$ cat src/asl_pkg.sv
// ----------------------------------------------------------------------------
// asl_pkg
// shared widths, types, constants and helpers of the angle slerp interpolator
// ----------------------------------------------------------------------------
package asl_pkg;

   localparam int CORDIC_STAGES = 16;
   localparam int XW = 34;
   localparam int PW = 52;
   localparam int HW = 36;

   typedef logic signed [XW-1:0] word_type;
   typedef logic signed [PW-1:0] prod_type;
   typedef logic signed [HW-1:0] hword_type;

   localparam hword_type Q_PI      = 36'sd843314857;
   localparam hword_type Q_HALF_PI = 36'sd421657428;
   localparam hword_type Q_TWO_PI  = 36'sd1686629713;
   localparam word_type  OMEGA_MIN = 34'sd3796282;
   localparam word_type  KINV      = 34'sd163008219;

   typedef struct packed {
      logic signed [31:0] ha;
      logic [16:0]        blend;
      logic               lin;
      hword_type          sine;
   } item_type;

   function automatic word_type atan_q(input int unsigned idx);
      logic signed [31:0] v;
      begin
         case (idx)
            0: v = 32'sd210828714;
            1: v = 32'sd124459457;
            2: v = 32'sd65760959;
            3: v = 32'sd33381290;
            4: v = 32'sd16755422;
            5: v = 32'sd8385879;
            6: v = 32'sd4193963;
            7: v = 32'sd2097109;
            8: v = 32'sd1048571;
            9: v = 32'sd524287;
            10: v = 32'sd262144;
            11: v = 32'sd131072;
            12: v = 32'sd65536;
            13: v = 32'sd32768;
            14: v = 32'sd16384;
            15: v = 32'sd8192;
            16: v = 32'sd4096;
            17: v = 32'sd2048;
            18: v = 32'sd1024;
            19: v = 32'sd512;
            20: v = 32'sd256;
            21: v = 32'sd128;
            22: v = 32'sd64;
            23: v = 32'sd32;
            default: v = 32'sd0;
         endcase
         return word_type'(v);
      end
   endfunction

   // divide by 2^16, round half away from zero
   function automatic prod_type rnd16(input prod_type v);
      prod_type s;
      begin
         s = v + prod_type'(32768) - prod_type'(v[PW-1]);
         return s >>> 16;
      end
   endfunction

endpackage

$ cat src/asl_blend.sv
// ----------------------------------------------------------------------------
// asl_blend
// linear weights applied to the start and rotated half vectors
// ----------------------------------------------------------------------------
module asl_blend (
   input  logic                    clock,
   input  logic                    reset,
   input  logic                    en,
   input  logic                    in_valid,
   input  asl_pkg::item_type       in_item,
   input  asl_pkg::word_type       in_x,
   input  asl_pkg::word_type       in_y,
   output logic                    out_valid,
   output asl_pkg::item_type       out_item,
   output asl_pkg::word_type       out_x,
   output asl_pkg::word_type       out_y
);

   logic [2:0]              vld_ff;
   asl_pkg::item_type       item_ff [3];
   asl_pkg::prod_type       mx_ff, my_ff, sx_ff, sy_ff;
   logic signed [17:0]      omt_ff;
   asl_pkg::word_type       bx_ff, by_ff;
   asl_pkg::prod_type       tw;

   assign tw = asl_pkg::prod_type'($signed({1'b0, in_item.blend}));

   always_ff @(posedge clock) begin
      if (reset) begin
         vld_ff <= '0;
      end else if (en) begin
         vld_ff <= {vld_ff[1:0], in_valid};
      end
   end

   always_ff @(posedge clock) begin
      if (en) begin
         mx_ff      <= tw * asl_pkg::prod_type'(in_x);
         my_ff      <= tw * asl_pkg::prod_type'(in_y);
         omt_ff     <= 18'sd65536 - $signed({1'b0, in_item.blend});
         item_ff[0] <= in_item;
         sx_ff      <= (asl_pkg::prod_type'(omt_ff) <<< 28) + mx_ff;
         sy_ff      <= my_ff;
         item_ff[1] <= item_ff[0];
         bx_ff      <= asl_pkg::word_type'(asl_pkg::rnd16(sx_ff));
         by_ff      <= asl_pkg::word_type'(asl_pkg::rnd16(sy_ff));
         item_ff[2] <= item_ff[1];
      end
   end

   assign out_valid = vld_ff[2];
   assign out_item  = item_ff[2];
   assign out_x     = bx_ff;
   assign out_y     = by_ff;

endmodule

$ cat config.mk
export PLATFORM = sky130hd
export DESIGN_NAME = asl_blend
export DESIGN_NICKNAME = d
export VERILOG_FILES = /design/src/asl_pkg.sv /design/src/asl_blend.sv
export SDC_FILE = /design/constraint.sdc
export NUM_CORES = 2
export LEC_CHECK = 0
export ABC_AREA = 1
export BUFFER_PORTS_ARGS = -buffer_cell sky130_fd_sc_hd__buf_2
export CORE_MARGIN = 1
export CORE_UTILIZATION = 65
export CTS_BUF_LIST = sky130_fd_sc_hd__clkbuf_16
export CTS_CLUSTER_DIAMETER = 150
export DETAILED_ROUTE_END_ITERATION = 12
export PLACE_DENSITY = 0.84
export SYNTH_ARGS = -nofsm -noshare
export SYNTH_HDL_FRONTEND = slang
export SYNTH_SLANG_ARGS = --single-unit
$ cat constraint.sdc
create_clock -name clock -period 9 [get_ports clock]
set_input_delay 1.35 -clock clock [delete_from_list [all_inputs] [get_ports clock]]
set_output_delay 1.35 -clock clock [all_outputs]
set_load 0.02 [all_outputs]
### Word level (Yosys, flattened, before mapping)

Memories as Yosys holds them, arrays and structs flattened.
Index checks and enable logic that the tools add are counted.

* register bits: 297
* memory bits (writable): 258
* input bits: 158
* output and inout port bits: 155
* logic and storage cells: 19
* memories kept: 1

* add/subtract/negate cells: 6
* multiply operators: 2
* muxes and demuxes: 2

Memories
* item_ff: depth 3, width 86, read ports 3, clocked after Yosys merged registers in 0, wr ports 3, RTL line asl_blend.sv:20 `asl_pkg::item_type item_ff [3];`

Operators by type and width (number)
* 18-bit by 34-bit multiplier with 52-bit output: 2
* 50-bit by 17-bit adder with 50-bit output, second input constant: 2
* 50-bit by 1-bit subtractor with 50-bit output: 2
* 46-bit by 52-bit adder with 52-bit output: 1
* 17-bit by 17-bit subtractor with 18-bit output, first input constant: 1
* 1-bit two-way mux: 2

### Logic depth before layout (Yosys ltp)

* depth after elaboration: 2
* mapped depth: 30

### Worst setup path after synthesis

OpenSTA, ideal clock, no wires.

* kind: input to register
* start: input in_item[44] in the netlist's numbering
* end: register my_ff[47], data pin
* arrival time: 6.652 ns
* setup slack: 2.095 ns
* stages on the path: 23
* path buffers: 3
* cell sequence: buf_2 clkbuf_1 buf_1 nand2_1 fa_1 inv_1 fa_1 fa_1 fa_1 fa_1 inv_1 fa_1 inv_1 ha_1 nand2_1 nor2_1 inv_1 nor2_1 nand2_1 nor3_1 nand2_1 nand4_1 nand2_1

* cells in the longest elaborated chain, start to end: 1

RTL lines
* from (decl): RTL line asl_blend.sv:10 `input asl_pkg::item_type in_item,`
* 18-bit by 34-bit multiplier with 52-bit output: RTL line asl_blend.sv:39 `my_ff <= tw * asl_pkg::prod_type'(in_y);`
* to (signal assigned): RTL line asl_blend.sv:39
* to (decl): RTL line asl_blend.sv:21 `asl_pkg::prod_type mx_ff, my_ff, sx_ff, sy_ff;`

No other way between the ends.
A chain may end at the register's enable or synchronous reset.

### Worst setup path in the final report

* start: input in_item[40] in the netlist's numbering
* end: register mx_ff[48], data pin

* cells in the longest elaborated chain, start to end: 1

RTL lines
* 18-bit by 34-bit multiplier with 52-bit output: RTL line asl_blend.sv:38 `mx_ff <= tw * asl_pkg::prod_type'(in_x);`
* to (signal assigned): RTL line asl_blend.sv:38
* to (decl): RTL line asl_blend.sv:21

No other way between the ends.

==> summary.txt <==
Status: complete, no violations
GRT Util Overall: 0.360
Post-Synth XOR/XNOR Area: 0.0168
Critical Path Start Type: input pin
Most area-consuming cells after synthesis: fa_1, edfxtp_1, nand2_1, inv_1, ha_1
Clock skew: 0.0361 ns
Syn Nets: 10100
R2R Setup Slk: 5.24 ns
Final Hold Fails: 0
CTS clock-pin slew for the worst setup and hold paths: 0.07 ns
# clock sinks: 551
Post-synthesis compound-gate area fraction: 0.0371
Clock tree buffer depth: 3
Flops & latches, synth: 551
Critical Path RT: 9.40 ns
WL per Instance: 19.7 µm
Filler Cell Count: 8286
Fin crit share: 0.817
Endpoint, Worst Hold: sx_ff[7]$_DFFE_PP_
Least-Margin Pin Slew: 1.28 ns
Initial antenna violation count: 20
Post-DR vias/cell: 5.56
Slew Limit Headroom: 0.146
Global-route wire length before repair: 303000 µm
Max cap viols: 0
Setup crit end kind: register
Routed WL: 194000 µm
Final Max Slew Viols: 0
GP Congestion: 1.00
Final setup TNS: 0 ns
Post-CTS Resized: 0
Critical path's slowest cell: fa_1
Avg Cell Area, Syn: 8.43 µm²
Core ar.: 107000 µm²
DRC marker count from the first detailed-route iteration: 5766
HP Start: mx_ff[7]$_DFFE_PP_
Hold path depth: 0
Min cycle time layout: 7.35 ns
Multi-input logic area: 43600 µm²
Worst stage delay on the critical path: 0.90 ns
Total CTS buffers: 54
Async SR Flop Fraction: 0
Synth Flop Type: edfxtp_1
Largest net degree at the start of global routing: 159
Vias in the first global route: 56200
Die Span Y: 331 µm
Starting density of the core: 0.657
Post-synth top area cell: fa_1
Cell Area, Synth: 70400 µm²
Final #Nets: 10100
Critical R2R Capture: out_x[33]$_DFFE_PP_
IO buf count: 312
Seq/Total Area, Yosys: 0.235
H-tree depth: 2
Area share of the largest cell type after synthesis: 0.314
Netlist cell types: 49
Cell with the most instances after synthesis: nand2_1
Most frequent cells after synthesis: nand2_1, inv_1, fa_1
Layout cells sized above 1: 0.0641
Vias: 54900
Detailed Place HPWL: 157000 µm
Post-CTS Setup Bufs: 0
Post-route ant nets: 0
Num ports: 313
Pre-antenna DRT Iters: 8
Die Area: 110000 µm²
Largest family of logic cells by synthesized area: adder cells
Rows: 120
Crit path arrival time: 7.75 ns
Die X: 331 µm
CP Cell Sequence: buf_2 > buf_4 > nand2_1 > inv_1 > fa_1 > fa_1 > inv_1 > fa_1 > fa_1 > fa_1 > fa_1 > inv_1 > ha_1 > nand2_1 > nor2_1 > nand2_1 > nor2_1 > and3_1 > nand2_1 > nand4_1 > nand2_1
Min-delay worst type: reg -> reg
CTS Hold Bufs: 0
R2R depth: 13
Residual DRC: 0
Synth-to-Final Area Change: 5.84%
Post-synthesis mux area share: 0
Unrepaired setup endpoints after global routing: false
CTS tree: built
Critical setup path kind: in -> reg
R2r startpoint: sx_ff[51]$_DFFE_PP_
Clk_lat worst skew: 0.64 ns
Post-Synth Adder-Cell Area: 0.395
Mapped Cells: 8352
Global route total overflow: 0
Root Driver: clkbuf_16
Register Area: 16500 µm²
FMAX: 0.136 GHz
Post-Synth Simple-Gate Area: 0.171
EDFF count, synth: 548
Setup violations, final: 0
Max FO, Critical Path: 24
Ys Warns: 0
Cell mode on critical path: fa_1
## flip-flops by register name, indices dropped and copies added (netlist names)
name / cells
item_ff: 257
mx_ff: 52
my_ff: 51
omt_ff: 18
out_x: 34
out_y: 34
sx_ff: 51
sy_ff: 51
vld_ff: 3
## worst max path at each step
stage,from,to,cells past startpoint
2_1_floorplan,in_item[44],my_ff[47]$_DFFE_PP_,23
3_5_place_dp,in_item[40],mx_ff[48]$_DFFE_PP_,21
6_report,in_item[40],mx_ff[48]$_DFFE_PP_,21
3_3_place_gp,in_item[46],mx_ff[23]$_DFFE_PP_,19
4_1_cts,in_item[40],mx_ff[48]$_DFFE_PP_,21
5_1_grt,in_item[40],mx_ff[47]$_DFFE_PP_,22
## metrics by stage
stage | utilization | instances | setup WS (ns) | hold WS, ns | cell area (µm²)
floorplan | - | 8352 | 2.10 | 0.400 | 70400
global placement | 0.677 | 9768 | 1.22 | 0.401 | 72600
detailed placement | 0.677 | 9768 | 1.12 | 0.405 | 72600
CTS | 0.695 | 9869 | 1.79 | 0.414 | 74500
global route | 0.695 | 9878 | 1.40 | 0.415 | 74500
finish | 0.695 | 9881 | 1.65 | 0.411 | 74500
## placed cells by master (no fill, tap or decap), types with 5 or more instances in the layout
cell,instances
clkbuf_16,55
fa_1,1103
xor2_1,83
inv_1,2270
o21ai_1,7
o21a_1,5
bufinv_16,10
buf_2,310
inv_2,10
nor4_2,5
clkinv_1,7
o21bai_1,33
buf_12,9
nor3_1,30
a21o_1,15
nand4_1,73
and3_1,9
nor2_1,338
nand3_2,8
edfxtp_1,548
nand3_1,177
ha_1,458
inv_6,5
nand2_1,2279
a21oi_1,280
clkinv_2,12
nor3_2,8
nor2_2,9
clkinvlp_4,7
o21ai_0,129
nand2_2,24
nor4_1,5
buf_4,51
diode_2,12
xnor2_1,52
## layer usage
metal | vias to the layer above | global-route usage | wire length, µm
met5 | - | 0 | 64
met4 | 10 | 0.136 | 7750
met3 | 569 | 0.0678 | 20900
met2 | 3067 | 0.567 | 87500
met1 | 26600 | 0.499 | 78100
li1 | 24600 | - | -
## cell families (layout without fill, tap and decap cells)
kind of cell,after synthesis,in the layout
xor+xnor,135,135
simple gates,2983,2983
buf+inv,2637,2751
fa+ha+maj,1561,1561
flops,551,551
compound gates,485,485
other cells,0,12
## worst max-delay path, delay by kind of cell
| family | cells | cell delay [ns] |
|---|---|---|
| adders and majority gates | 7 | 3.85 |
| buffers and inverters | 5 | 1.26 |
| and+or+nand+nor | 9 | 1.22 |
## layout make-up
cell class | instances | share of cell area
Multi-Input combinational cell | 5164 | 0.585
Sequential cell | 551 | 0.222
Inverter | 2279 | 0.115
Timing Repair Buffer | 371 | 0.0286
Tap cell | 1403 | 0.0236
Clock buffer | 55 | 0.0185
Clock inverter | 46 | 0.00715
Antenna cell | 12 | 0.000403
Power is not shown: default switching activity piles up to over one toggle a cycle in this logic, so the estimate is an artifact.
