<file path="config.mk">
export PLATFORM = sky130hd
export DESIGN_NAME = asl_prep
export DESIGN_NICKNAME = d
export VERILOG_FILES = /design/src/asl_pkg.sv /design/src/asl_prep.sv
export SDC_FILE = /design/constraint.sdc
export NUM_CORES = 2
export LEC_CHECK = 0
export ABC_AREA = 0
export BUFFER_PORTS_ARGS = -buffer_cell sky130_fd_sc_hd__buf_4
export CAP_MARGIN = 30
export CORE_UTILIZATION = 40
export CTS_CLUSTER_SIZE = 8
export DETAILED_ROUTE_END_ITERATION = 7
export GPL_ROUTABILITY_DRIVEN = 0
export PLACE_DENSITY = 0.64
export SYNTH_ARGS = -nofsm -noshare
export SYNTH_HDL_FRONTEND = slang
export SYNTH_SLANG_ARGS = --single-unit
export TNS_END_PERCENT = 20
</file>
<file path="constraint.sdc">
create_clock -name clock -period 7.8 [get_ports clock]
set_input_delay 1.56 -clock clock [delete_from_list [all_inputs] [get_ports clock]]
set_output_delay 1.56 -clock clock [all_outputs]
set_load 0.01 [all_outputs]
</file>
<file path="src/asl_pkg.sv">
// ----------------------------------------------------------------------------
// asl_pkg
// shared widths, types, constants and helpers of the angle slerp interpolator
// ----------------------------------------------------------------------------
package asl_pkg;

   localparam int CORDIC_STAGES = 16;
   localparam int XW = 34;
   localparam int PW = 52;
   localparam int HW = 36;

   typedef logic signed [XW-1:0] word_type;
   typedef logic signed [PW-1:0] prod_type;
   typedef logic signed [HW-1:0] hword_type;

   localparam hword_type Q_PI      = 36'sd843314857;
   localparam hword_type Q_HALF_PI = 36'sd421657428;
   localparam hword_type Q_TWO_PI  = 36'sd1686629713;
   localparam word_type  OMEGA_MIN = 34'sd3796282;
   localparam word_type  KINV      = 34'sd163008219;

   typedef struct packed {
      logic signed [31:0] ha;
      logic [16:0]        blend;
      logic               lin;
      hword_type          sine;
   } item_type;

   function automatic word_type atan_q(input int unsigned idx);
      logic signed [31:0] v;
      begin
         case (idx)
            0: v = 32'sd210828714;
            1: v = 32'sd124459457;
            2: v = 32'sd65760959;
            3: v = 32'sd33381290;
            4: v = 32'sd16755422;
            5: v = 32'sd8385879;
            6: v = 32'sd4193963;
            7: v = 32'sd2097109;
            8: v = 32'sd1048571;
            9: v = 32'sd524287;
            10: v = 32'sd262144;
            11: v = 32'sd131072;
            12: v = 32'sd65536;
            13: v = 32'sd32768;
            14: v = 32'sd16384;
            15: v = 32'sd8192;
            16: v = 32'sd4096;
            17: v = 32'sd2048;
            18: v = 32'sd1024;
            19: v = 32'sd512;
            20: v = 32'sd256;
            21: v = 32'sd128;
            22: v = 32'sd64;
            23: v = 32'sd32;
            default: v = 32'sd0;
         endcase
         return word_type'(v);
      end
   endfunction

   // divide by 2^16, round half away from zero
   function automatic prod_type rnd16(input prod_type v);
      prod_type s;
      begin
         s = v + prod_type'(32768) - prod_type'(v[PW-1]);
         return s >>> 16;
      end
   endfunction

endpackage

</file>
<file path="src/asl_prep.sv">
// ----------------------------------------------------------------------------
// asl_prep
// half-angle difference, shorter-arc flip, branch select and rotation product
// ----------------------------------------------------------------------------
module asl_prep (
   input  logic                    clock,
   input  logic                    reset,
   input  logic                    en,
   input  logic                    in_valid,
   input  logic signed [15:0]      from_angle,
   input  logic signed [15:0]      to_angle,
   input  logic [16:0]             blend,
   output logic                    out_valid,
   output asl_pkg::item_type       out_item,
   output asl_pkg::word_type       out_z
);

   logic [4:0]              vld_ff;
   logic signed [31:0]      ha_ff [5];
   logic [16:0]             t_ff [5];
   logic signed [32:0]      d1_ff;
   asl_pkg::word_type       dw_ff, dw_in;
   asl_pkg::word_type       df_ff, df_in;
   logic                    lin_ff, lin_in;
   asl_pkg::prod_type       prod_ff;
   asl_pkg::word_type       z_ff [2];
   logic                    lin5_ff;
   asl_pkg::hword_type      sine_ff;
   logic signed [16:0]      diff;
   asl_pkg::hword_type      d1x, dfx;

   assign diff = 17'(to_angle) - 17'(from_angle);
   assign d1x  = asl_pkg::hword_type'(d1_ff);

   always_comb begin
      if (d1x > asl_pkg::Q_PI)
         dw_in = asl_pkg::word_type'(d1x - asl_pkg::Q_TWO_PI);
      else if (d1x <= -asl_pkg::Q_PI)
         dw_in = asl_pkg::word_type'(d1x + asl_pkg::Q_TWO_PI);
      else
         dw_in = asl_pkg::word_type'(d1x);
   end

   always_comb begin
      dfx = asl_pkg::hword_type'(dw_ff);
      if (dfx > asl_pkg::Q_HALF_PI)
         df_in = asl_pkg::word_type'(dfx - asl_pkg::Q_PI);
      else if (dfx < -asl_pkg::Q_HALF_PI)
         df_in = asl_pkg::word_type'(dfx + asl_pkg::Q_PI);
      else
         df_in = dw_ff;
   end

   assign lin_in = (df_ff <= asl_pkg::OMEGA_MIN) && (df_ff >= -asl_pkg::OMEGA_MIN);

   always_ff @(posedge clock) begin
      if (reset) begin
         vld_ff <= '0;
      end else if (en) begin
         vld_ff <= {vld_ff[3:0], in_valid};
      end
   end

   always_ff @(posedge clock) begin
      if (en) begin
         ha_ff[0] <= {from_angle[15], from_angle, 15'b0};
         t_ff[0]  <= blend;
         d1_ff    <= {diff[16], diff, 15'b0};
         for (int i = 1; i < 5; i++) begin
            ha_ff[i] <= ha_ff[i-1];
            t_ff[i]  <= t_ff[i-1];
         end
         dw_ff   <= dw_in;
         df_ff   <= df_in;
         lin_ff  <= lin_in;
         prod_ff <= asl_pkg::prod_type'(df_ff) *
                    asl_pkg::prod_type'($signed({1'b0, t_ff[2]}));
         z_ff[0] <= lin_in ? df_ff : '0;
         z_ff[1] <= z_ff[0];
         lin5_ff <= lin_ff;
         sine_ff <= asl_pkg::hword_type'(asl_pkg::rnd16(prod_ff));
      end
   end

   assign out_valid      = vld_ff[4];
   assign out_item.ha    = ha_ff[4];
   assign out_item.blend = t_ff[4];
   assign out_item.lin   = lin5_ff;
   assign out_item.sine  = sine_ff;
   assign out_z          = z_ff[1];

   a_arc_short: assert property (@(posedge clock) disable iff (reset)
      vld_ff[2] |-> (df_ff <= asl_pkg::word_type'(asl_pkg::Q_HALF_PI) &&
                     df_ff >= -asl_pkg::word_type'(asl_pkg::Q_HALF_PI)))
      else $error("shorter-arc difference out of range");

   a_lin_zero: assert property (@(posedge clock) disable iff (reset)
      vld_ff[3] |-> (lin_ff || z_ff[0] == '0))
      else $error("rotation angle not cleared on sine branch");

endmodule

</file>
# Word-level counts from Yosys, hierarchy flattened
# Memories as Yosys holds them, arrays and structs flattened.
# Cells that the tools add are included.
# W data, S select, Z words.
# op_classes
n_addsub,7
multipliers,1
magnitude_cmp,6
muxes,7
reduce_logical,1
# ops
op,n
$mux W34,5
$add A52 B17 Y52 const B,1
$mul A34 B18 Y52,1
$sub A52 B1 Y52,1
$add A34 B31 Y34 const B,1
$ge A34 B23 Y1 const B,1
$gt A34 B30 Y1 const B,1
$le A34 B23 Y1 const B,1
$lt A34 B30 Y1 const B,1
$sub A34 B31 Y34 const B,1
$add A32 B32 Y33 const B,1
$sub A32 B32 Y33 const B,1
$gt A32 B31 Y1 const B,1
$le A32 B31 Y1 const B,1
$sub A16 B16 Y17,1
$mux W1,2
$logic_and A1 B1 Y1,1
# totals
ff_bits,180
ramBits,313
inputBits,53
out_inout_bits,121
memories,3
# mem_list
memory,words,width,rd,rd_clocked_by_memory_dff,wr,line_no,source
ha_ff,5,32,5,0,5,asl_prep.sv:19,logic signed [31:0] ha_ff [5];
t_ff,5,17,5,0,5,asl_prep.sv:20,logic [16:0] t_ff [5];
z_ff,2,34,2,0,2,asl_prep.sv:26,asl_pkg::word_type z_ff [2];

# Longest topological paths before layout
# logic_depth
depth_word,3
depth_mapped,28

# Least setup slack after synthesis
# No wires, ideal clock.
# synth_path
path_type,reg2reg
startpoint,memory t_ff[2][12] (netlist: t_ff[0][46])
endpoint,"register prod_ff[51], data pin"
setup_time_ns,0.266
arrival_ns,6.591
required_time_ns,7.534
slack_ns,0.943
path_stages_with_launch,25
path_buffers,2
synth_period_minus_slack_ns,6.857
path_cell_list,edfxtp_1 clkbuf_1 clkbuf_1 nand2_1 fa_1 inv_1 fa_1 fa_1 fa_1 fa_1 inv_1 fa_1 inv_1 ha_1 a21o_1 a21o_1 a2111oi_0 nor3_1 nor3_1 o21ai_1 a21oi_1 o31ai_1 o31ai_1 mux2i_1 nand4_1
# synth_rtl
element,line_no,source
start: declaration,asl_prep.sv:20,
end signal: assignment,asl_prep.sv:76,prod_ff <= asl_pkg::prod_type'(df_ff) *
end: declaration,asl_prep.sv:25,asl_pkg::prod_type prod_ff;

# Final worst setup path
# layout_path
startpoint,register df_ff[15]
endpoint,"register prod_ff[51], data pin"
# layout_via
elab_chain_len,1
# layout_lines
element,line_no,source
start: declaration,asl_prep.sv:23,"asl_pkg::word_type df_ff, df_in;"
start signal: assignment,asl_prep.sv:74,df_ff <= df_in;
$mul A34 B18 Y52,asl_prep.sv:76,
# No other way between the ends.
# A chain may end at the register's enable or synchronous reset.

==> results.md <==
- Hold-critical path depth: 0
- Reg2reg start: df_ff[15]
- Initial core utilization: 40.6%
- DP HPWL: 65,300 um
- Final Hold Viols: 0
- Max Buffers Root-to-Sink: 3
- Crit. End Element: flip-flop
- Chip width: 308 um
- Status: finished clean
- Total congestion overflow: 0
- Largest net degree at the start of global routing: 177
- Root buffer cell: clkbuf_16
- Most common cell on crit path: fa_1
- Mapped cell area: 37,500 um2
- Hold buffers post-CTS: 0
- Sequential area share after synthesis: 31.0%
- CP arrival: 7730 ps
- Tcrit/Tclk final: 94.5%
- Avg Synthesized Cell Area: 10.6 um2
- DRC viols: 0
- Worst hold endpoint: t_ff[0][44]
- Min-Delay Startpoint: t_ff[0][27]
- RSZ-0062 raised after global routing: no
- Area grow syn2layout: 10.8%
- Core area: 92,200 um2
- Final wirelength: 82,400 um
- Ant diodes: 0
- Post_cts resized: 0
- Max-slew headroom: 27.9%
- Total number of vias: 23,800
- Placed cell count: 4,801
- Vias per inst: 4.87
- Max Clock Skew: 43.7 ps
- CP max FO: 15
- Final-stage net count: 4,476
- Die Area: 94,900 um2
- Cts bufs inserted: 57
- Slowest cell delay on critical path: 800 ps
- RR Endpoint: prod_ff[51]
- Design area: 41,500 um2
- CTS H-tree depth: 2
- CP bufs+invs: 6
- R2r setup slk: 430 ps
- Skew-Pair Late Insertion Delay: 650 ps
- Clk sinks: 388
- Detail Route Antenna Nets: 0
- Worst reg-to-reg path cell count: 25
- Row count: 111
- Worst setup SP type: flip-flop
- Worst-margin pin slew: 1080 ps
- Crit path required time: 8160 ps
- Worst Setup Path Type: reg2reg
- Initial antenna violation count: 0
- Port Buf Inserts: 158
- Crit-path slowest cell: edfxtp_1
- DRT Pass-1 Iters: 5
- Global-route wire length before repair: 134,000 um
- Sum Neg Setup Slack: 0 ps
- Peak Freq: 136 MHz
- Most frequent cells in the layout: inv_1, fa_1, nand2_1, edfxtp_1, ha_1
- Post-synth EDFFs: 383
- Layout cell share with drive strength beyond 1: 9.13%
- Final setup vio count: 0
- Syn Inst Count: 3,523
- Ports: 174
- Placed cell area: 39,900 um2
- Commonest non-fill, non-tap cell in the layout: inv_1
- Post-synth ARST share: 0%
- Syn. warnings: 0
- HP Class: reg2reg
- Yosys cell types: 71
- GRT Util Overall: 17.9%
- CP delay by family, top: adder cells
- Commonest register cell after synthesis: edfxtp_1
- Yosys reg bits: 388
- Postcts setup bufs: 0
- Max Slew Vio Count: 0
- Clock transition at the registers of the reported paths: 50 ps
- Iteration-0 DRC count of the detailed router: 1,537
- Die height: 308 um
- Number of global-route vias before repair: 24,900
- Min cycle time layout: 7370 ps
- CTS tree: built
- Wire length per cell: 16.9 um
- Post-Layout Cell Count: 4,881
- Maxcap violations: 0
how the worst max path moves through the flow:
stage | start | endpoint | slack (ps) | cells after the start
after floorplan | t_ff[0][46] | prod_ff[51] | 940 | 24
after global placement | t_ff[0][42] | prod_ff[51] | 570 | 26
after detailed placement | df_ff[10] | prod_ff[50] | 510 | 24
after CTS | df_ff[10] | prod_ff[50] | 480 | 24
after global routing | df_ff[15] | prod_ff[51] | 70 | 25
final | df_ff[15] | prod_ff[51] | 430 | 25
state kept, by name, indices dropped and copies added (netlist names):
signal / cells
prod_ff: 52
lin_ff: 1
d1_ff: 17
vld_ff: 5
ha_ff: 80
dw_ff: 21
lin5_ff: 1
df_ff: 30
t_ff: 85
z_ff: 60
sine_ff: 36
through the flow:
stage | hold slack [ps] | worst slack [ps] | util (%)
global placement | 400 | 570 | 43.3
global route | 410 | 74.4 | 45.0
finish | 411 | 427 | 45.0
CTS | 414 | 483 | 45.0
detailed placement | 405 | 507 | 43.3
floorplan | 400 | 943 | -
Yosys cell counts, types with 4 or more instances:
master | n | area share (%)
nand3_1 | 28 | 0.37
o211ai_1 | 7 | 0.14
buf_4 | 84 | 1.7
nand2_1 | 383 | 3.8
a21o_1 | 39 | 0.78
mux2i_1 | 6 | 0.16
nand4_1 | 17 | 0.28
xor2_1 | 40 | 0.93
ha_1 | 254 | 8.5
edfxtp_1 | 383 | 31
nor2b_1 | 32 | 0.53
o21a_1 | 14 | 0.28
or3_1 | 5 | 0.083
a211o_1 | 7 | 0.16
a211oi_1 | 9 | 0.18
dfxtp_1 | 5 | 0.27
clkbuf_1 | 141 | 1.4
nor3_1 | 24 | 0.32
fa_1 | 552 | 29
o21ai_0 | 66 | 0.88
a21oi_1 | 111 | 1.5
inv_1 | 728 | 7.3
and3_1 | 10 | 0.17
nor3b_1 | 6 | 0.12
or2_2 | 5 | 0.083
o21bai_1 | 10 | 0.20
nand3b_1 | 5 | 0.10
nand2b_1 | 19 | 0.32
o32ai_1 | 4 | 0.093
and2_1 | 209 | 3.5
a31oi_1 | 16 | 0.27
a21boi_0 | 9 | 0.18
nor2_1 | 114 | 1.1
xnor2_1 | 83 | 1.9
nor4_1 | 18 | 0.30
o31ai_1 | 16 | 0.32
o22ai_1 | 7 | 0.12
routing by layer:
layer | up-vias | part of all wire (%) | global-route usage, %
li1 | 11200 | - | -
met2 | 651 | 47 | 29.4
met5 | - | 0 | 0
met4 | 0 | 2.1 | 4.40
met3 | 124 | 6.5 | 3.33
met1 | 11800 | 45 | 24.4
cells by family (layout without fill, tap and decap cells):
| group | count (synthesis) | count (layout) | synth area share (%) |
|---|---|---|---|
| adders and majority gates | 806 | 806 | 38.0 |
| muxes | 6 | 6 | 0.160 |
| buffers and inverters | 956 | 1057 | 10.4 |
| and+or+nand+nor | 886 | 886 | 11.4 |
| other | 1 | 15 | 0.0100 |
| DFF | 388 | 388 | 31.0 |
| xor gates and xnor gates | 123 | 123 | 2.87 |
| AOI/OAI and AO/OA | 357 | 357 | 6.23 |
final cells by class:
type,count,area (um2)
repair buffers,248,1980
multi-input cells,2193,22100
inverters,729,2740
clock buffers,68,1470
well taps,1243,1560
fillers,8673,50700
flip-flops and latches,388,11600
clock inverters,12,133
Power is left out: the tool's default activity adds up to more than one toggle a clock period on the data nets, which glitch-free logic cannot reach.
